--- src/rtl/tip_pkg.sv ---
// Shared types and constants for the tiled 8-bit color image packer.
// Used by every module of the block but the frame store; depends on nothing.
package tip_pkg;

  localparam int APB_ADDR_W = 4;
  localparam int APB_DATA_W = 32;
  localparam int DIV_NUM_W  = 10;
  localparam int DIV_DEN_W  = 5;
  localparam int DIV_CNT_W  = 4;
  localparam int POS_W      = 14;

  localparam logic       OP_LOAD = 1'b0;
  localparam logic       OP_EMIT = 1'b1;
  localparam logic [7:0] MAGIC_BYTES [4] = '{8'h47, 8'h52, 8'h42, 8'h38};
  localparam logic [7:0] END_BYTE = 8'h2E;
  localparam logic [2:0] HDR_DIMS = 3'd4;
  localparam logic [2:0] HDR_ROWS = 3'd5;
  localparam logic [2:0] HDR_LAST = 3'd6;

  typedef enum logic [1:0] {
    REG_CHUNK_W,
    REG_CHUNK_H,
    REG_IMG_W,
    REG_IMG_H
  } reg_idx_t;

  typedef enum logic [1:0] {
    PH_HEADER,
    PH_DATA,
    PH_END
  } phase_t;

  typedef struct packed {
    logic       opcode;
    logic [7:0] red;
    logic [7:0] green;
    logic [7:0] blue;
  } cmd_t;

  typedef struct packed {
    logic [7:0] out_byte;
    logic       last_byte;
  } result_t;

  typedef struct packed {
    logic       ok;
    logic [4:0] cw;
    logic [4:0] ch;
    logic [8:0] w;
    logic [8:0] h;
    logic [7:0] rows;
    logic [7:0] cols;
  } dims_t;

  function automatic logic [7:0] pack_pixel(logic [7:0] r, logic [7:0] g, logic [7:0] b);
    return {g[7:5], r[7:5], b[7:6]};
  endfunction

endpackage

--- src/rtl/tip_div.sv ---
// Restoring divider, one quotient bit per cycle, for chunk count computation.
// Depends on tip_pkg for operand widths.
module tip_div (
  input  logic                          clk,
  input  logic                          rst,
  input  logic                          start,
  input  logic [tip_pkg::DIV_NUM_W-1:0] num,
  input  logic [tip_pkg::DIV_DEN_W-1:0] den,
  output logic                          busy,
  output logic [7:0]                    quot
);
  import tip_pkg::*;

  logic [DIV_NUM_W-1:0] num_sh;
  logic [DIV_NUM_W-1:0] q;
  logic [DIV_DEN_W-1:0] den_r;
  logic [DIV_DEN_W-1:0] rem;
  logic [DIV_DEN_W-1:0] trial;
  logic                 q_bit;
  logic [DIV_CNT_W-1:0] cnt;

  assign trial = {rem[DIV_DEN_W-2:0], num_sh[DIV_NUM_W-1]};
  assign q_bit = (trial >= den_r);
  assign quot  = q[7:0];

  always_ff @(posedge clk) begin
    if (rst) begin
      busy <= 1'b0;
      cnt  <= '0;
    end else if (start) begin
      busy <= 1'b1;
      cnt  <= '0;
    end else if (busy) begin
      cnt <= cnt + 1'b1;
      if (cnt == DIV_CNT_W'(DIV_NUM_W - 1)) begin
        busy <= 1'b0;
      end
    end
  end

  always_ff @(posedge clk) begin
    if (start) begin
      num_sh <= num;
      den_r  <= den;
      rem    <= '0;
      q      <= '0;
    end else if (busy) begin
      num_sh <= {num_sh[DIV_NUM_W-2:0], 1'b0};
      rem    <= q_bit ? (trial - den_r) : trial;
      q      <= {q[DIV_NUM_W-2:0], q_bit};
    end
  end

endmodule

--- src/rtl/tip_regs.sv ---
// Configuration registers on the APB port, size clamping and chunk counts.
// Depends on tip_pkg and tip_div.
module tip_regs #(
  parameter int MAX_WIDTH  = 256,
  parameter int MAX_HEIGHT = 256,
  parameter int MAX_CHUNK  = 16
) (
  input  logic                           clk,
  input  logic                           rst,
  input  logic                           psel,
  input  logic                           penable,
  input  logic                           pwrite,
  input  logic [tip_pkg::APB_ADDR_W-1:0] paddr,
  input  logic [tip_pkg::APB_DATA_W-1:0] pwdata,
  output logic [tip_pkg::APB_DATA_W-1:0] prdata,
  output tip_pkg::dims_t                 dims
);
  import tip_pkg::*;

  localparam logic [8:0] W_CAP = (MAX_WIDTH > 511) ? 9'd511 : 9'(MAX_WIDTH);
  localparam logic [8:0] H_CAP = (MAX_HEIGHT > 511) ? 9'd511 : 9'(MAX_HEIGHT);
  localparam logic [4:0] C_CAP = 5'(MAX_CHUNK);

  logic [4:0] chunk_width;
  logic [4:0] chunk_height;
  logic [8:0] frame_width;
  logic [8:0] frame_height;
  logic       stale;
  logic       wr;
  logic       div_go;
  logic       rows_busy;
  logic       cols_busy;
  logic [4:0] eff_cw;
  logic [4:0] eff_ch;
  logic [8:0] eff_w;
  logic [8:0] eff_h;
  logic [7:0] rows;
  logic [7:0] cols;
  reg_idx_t   idx;

  assign idx    = reg_idx_t'(paddr[3:2]);
  assign wr     = psel && penable && pwrite;
  assign div_go = stale && !rows_busy && !cols_busy;

  always_ff @(posedge clk) begin
    if (rst) begin
      chunk_width  <= 5'd16;
      chunk_height <= 5'd16;
      frame_width  <= 9'd256;
      frame_height <= 9'd256;
      stale        <= 1'b1;
    end else begin
      if (div_go) begin
        stale <= 1'b0;
      end
      if (wr) begin
        stale <= 1'b1;
        case (idx)
          REG_CHUNK_W: chunk_width  <= pwdata[4:0];
          REG_CHUNK_H: chunk_height <= pwdata[4:0];
          REG_IMG_W:   frame_width  <= pwdata[8:0];
          REG_IMG_H:   frame_height <= pwdata[8:0];
          default:     ;
        endcase
      end
    end
  end

  always_comb begin
    case (idx)
      REG_CHUNK_W: prdata = APB_DATA_W'(chunk_width);
      REG_CHUNK_H: prdata = APB_DATA_W'(chunk_height);
      REG_IMG_W:   prdata = APB_DATA_W'(frame_width);
      REG_IMG_H:   prdata = APB_DATA_W'(frame_height);
      default:     prdata = '0;
    endcase
  end

  always_comb begin
    eff_cw = (chunk_width == '0) ? 5'd1 : ((chunk_width > C_CAP) ? C_CAP : chunk_width);
    eff_ch = (chunk_height == '0) ? 5'd1 : ((chunk_height > C_CAP) ? C_CAP : chunk_height);
    eff_w  = (frame_width == '0) ? 9'd1 : ((frame_width > W_CAP) ? W_CAP : frame_width);
    eff_h  = (frame_height == '0) ? 9'd1 : ((frame_height > H_CAP) ? H_CAP : frame_height);
  end

  tip_div u_div_rows (
    .clk  (clk),
    .rst  (rst),
    .start(div_go),
    .num  (DIV_NUM_W'(eff_h) + DIV_NUM_W'(eff_ch) - DIV_NUM_W'(1)),
    .den  (eff_ch),
    .busy (rows_busy),
    .quot (rows)
  );

  tip_div u_div_cols (
    .clk  (clk),
    .rst  (rst),
    .start(div_go),
    .num  (DIV_NUM_W'(eff_w) + DIV_NUM_W'(eff_cw) - DIV_NUM_W'(1)),
    .den  (eff_cw),
    .busy (cols_busy),
    .quot (cols)
  );

  always_comb begin
    dims.ok   = !stale && !rows_busy && !cols_busy;
    dims.cw   = eff_cw;
    dims.ch   = eff_ch;
    dims.w    = eff_w;
    dims.h    = eff_h;
    dims.rows = rows;
    dims.cols = cols;
  end

endmodule

--- config.mk ---
export PLATFORM = sky130hd
export DESIGN_NAME = tip_regs
export DESIGN_NICKNAME = d
export VERILOG_FILES = /design/src/rtl/tip_pkg.sv /design/src/rtl/tip_div.sv /design/src/rtl/tip_regs.sv
export SDC_FILE = /design/constraint.sdc
export NUM_CORES = 1
export LEC_CHECK = 0
export ABC_AREA = 0
export BUFFER_PORTS_ARGS = -buffer_cell sky130_fd_sc_hd__buf_2
export CORE_ASPECT_RATIO = 0.7
export CORE_MARGIN = 2
export CORE_UTILIZATION = 35
export CTS_BUF_LIST = sky130_fd_sc_hd__clkbuf_8
export CTS_CLUSTER_SIZE = 24
export DETAILED_ROUTE_END_ITERATION = 12
export SETUP_SLACK_MARGIN = 0.3
export SYNTH_ARGS = -nofsm -noshare
export SYNTH_HDL_FRONTEND = slang
export SYNTH_HIERARCHICAL = 1
export SYNTH_SLANG_ARGS = --single-unit
--- constraint.sdc ---
create_clock -name clk -period 3.4 [get_ports clk]
set_input_delay 0.17 -clock clk [delete_from_list [all_inputs] [get_ports clk]]
set_output_delay 0.17 -clock clk [all_outputs]
set_load 0.05 [all_outputs]
==> impl_results.md <==
- Port bufs: 69
- Slew Viols, Final: 0
- Rows: 37
- DRT antenna net count: 0
- Fmax: ~340 MHz
- Hpwl dp: about 8600 µm
- CTS tree: built
- Fin util: approximately two fifths
- Post-synth cell types: 55
- Max-cap violation count: 0
- Slew HR: a little over half
- Mean Syn Cell Area: roughly 10 µm²
- Initial antenna violation count: 0
- H-tree Lvls: 3
- Num CTS Buffers: 9
- Number of global-route vias before repair: around 3700
- Storage cell area: about 2200 µm²
- Worst min-delay path class: in2reg
- RSZ-0062 raised after global routing: yes
- Vias/cell: ~4.7
- GRT Overall Usage: 14.1%
- Placer Congestion: 0.842
- Pwr/cell area: approximately 500 nW/µm²
- WS Path Type: reg2reg
- Via count: 3853
- Starting Density: a little over a third
- IR Drop Worst-Case VDD: roughly 160 µV
- Worst-Skew Late Latency: roughly 0.36 ns
- Drt initial violations: around 170
- Share of layout cells above drive strength 1: between 20% and 30%
- Worst Path Required: 3.52 ns
- Synth Flop Type: dfxtp_1
- Final Setup Violations: 0
- Net count, final: around 690
- Hold Violations, Final: 0
- DR WL/cell: roughly 14 µm
- DR pass1 iterations: 5
- Worst-Margin Slew: slightly above 0.7 ns
- Placeable Area: 14900 µm²
- Synth top area share: roughly a quarter
- Clk slew on worst S/H paths: about 0.09 ns
- Global-route wire length before repair: 18600 µm
- Most frequent cell after synthesis: inv_1
- Post-synth top area cell: dfxtp_1
- Largest net degree at the start of global routing: 44
- Post-synth EDFFs: 30
- Post-Syn Area: about 5400 µm²
- Period utilisation layout: between 80 and 90%
- Seq cells post-synth: 93
- Total grt overflow: 0
- Worst Setup End Kind: flop
- Die Wd: ~150 µm
- Clk root buf: clkbuf_8
- Crit path arrival time: approximately 3.1 ns
- Setup TNS: 0 ns
- Synth warnings: 6
- Status: completed
- Async SR Flop Fraction: 0%
- Synth area leaders: dfxtp_1 23%, edfxtp_1 17%, ha_1 8.8%
- Chip height: 108 µm
- Fillcell total: ~1500
- TritonCTS Sinks: slightly above 90
- Maximum root-to-sink buffer count: 2
- Register area share after synthesis: 40.0%
- DRC: 0
- IO Pins: 118
- Hold buffers post-CTS: 0
- CP Launch Type: flop
- Fin Clk Skew: a little under 0.008 ns
- P&R area growth vs syn: 13.7%
- Footprint of the multi-input gates: 2840 µm²
- Synthesized instance count: around 550
- Top post-synthesis cells by count: 67 x inv_1, 63 x dfxtp_1, 50 x nor2_1
- Post-Route WL: 11400 µm
- Leakage power: 2.89 nW
- Post-route minimum period: about 3.0 ns
- CP Max Fanout: 4
- Die footprint: 16500 µm²
## worst paths after layout
| kind | startpoint | endpoint | slack [ns] | cells past startpoint |
|---|---|---|---|---|
| worst min register to register | u_div_rows/q[7]$_SDFFE_PP0P_ | u_div_rows/q[7]$_SDFFE_PP0P_ | 0.50 | 2 |
| worst max register to register | frame_width[7]$_SDFFE_PP0P_ | u_div_cols/num_sh[9]$_DFFE_PP_ | 0.43 | 14 |
| worst min-delay path | pwdata[6] | frame_height[6]$_SDFFE_PP0P_ | 0.07 | 3 |
| worst max-delay path | frame_width[7]$_SDFFE_PP0P_ | u_div_cols/num_sh[9]$_DFFE_PP_ | 0.43 | 14 |
## logic make-up after synthesis
logic type,Yosys count,share of synthesized area (%)
other,1,0.0694
xor gates and xnor gates,20,3.24
adders and majority gates,42,10.3
and+or+nand+nor,153,15.0
AOI/OAI and AO/OA,58,7.30
DFF,93,40.0
buffers and inverters,113,10.2
muxes,65,13.9
## per-layer routing
metal  GRT usage (%)  share of wire (%)
met2            21.9                 44
met4            4.50                1.3
met1            19.3                 50
met5               0                  0
met3            3.61                4.8
## report_power, final
part / switching (W) / internal [W]
clock network: 0.000396 / 0.000434
registers: 0.0000850 / 0.00135
logic: 0.000525 / 0.000369
## placed cells by master (no fill, tap or decap), types with 4 or more instances in the layout
master / synthesis / final
xor2_1: 10 / 10
a211oi_1: 6 / 5
mux4_2: 4 / 4
mux2_2: 18 / 16
dfxtp_1: 63 / 60
o21ai_0: 7 / 6
a21oi_1: 23 / 21
inv_1: 67 / 66
buf_4: 24 / 9
mux2_4: 2 / 4
nor2b_1: 8 / 8
ha_1: 38 / 36
buf_2: 5 / 69
mux2i_1: 40 / 40
nand2b_1: 15 / 15
nor3_1: 18 / 18
clkbuf_8: 1 / 10
nand2_1: 24 / 24
edfxtp_1: 30 / 30
xnor2_1: 10 / 10
nor2_1: 50 / 50
nand3_1: 9 / 9
conb_1: 1 / 23
a21o_1: 4 / 4
## flip-flops by register name, indices dropped and copies added (netlist names), 4 cells and up
name and count:
u_div_cols/rem 4, u_div_cols/num_sh 10, frame_height 9, u_div_rows/rem 4
chunk_height 5, u_div_rows/q 8, u_div_rows/cnt 4, chunk_width 5
u_div_rows/den_r 5, frame_width 9, u_div_cols/q 8, u_div_cols/cnt 4
u_div_rows/num_sh 10, u_div_cols/den_r 5
## what timing repair did
item / CTS / global route
gates resized for setup: 1 / 19
buffers inserted: 0 / 4
pin swaps: 0 / 7
setup endpoints to repair: 2 / 4
## critical path: stages, from the launching register on
cell	delay (ns)
dfxtp_4	0.37
nor4_4	0.29
a21oi_1	0.10
or2_4	0.23
ha_2	0.17
inv_1	0.05
ha_2	0.17
inv_2	0.04
fa_2	0.38
nor2b_1	0.12
o21a_1	0.17
o21ai_2	0.09
a21oi_2	0.21
nor4_2	0.06
mux2_4	0.27
## area by class of cell
class                   instances  area share [%]
diodes                          2          0.0815
flip-flops and latches         93            35.3
well taps                     195            3.97
repair buffers                 78            6.72
clock buffers                  10            2.24
multi-input cells             361            46.2
clock inverters                 6            1.38
inverters                      67            4.09
## per-stage QoR
stage	total power [W]	worst slack, ns	area [µm²]	hold WS, ns	instances
after floorplan	0.00219	0.641	5490	0.242	567
after global placement	0.00231	0.302	5820	0.425	790
after global routing	0.00334	0.262	6140	0.0591	810
after CTS	0.00319	0.338	6050	0.0438	806
final	0.00316	0.430	6140	0.0704	812
after detailed placement	0.00235	0.282	5820	0.433	790
(Power assumes the default switching activity.)
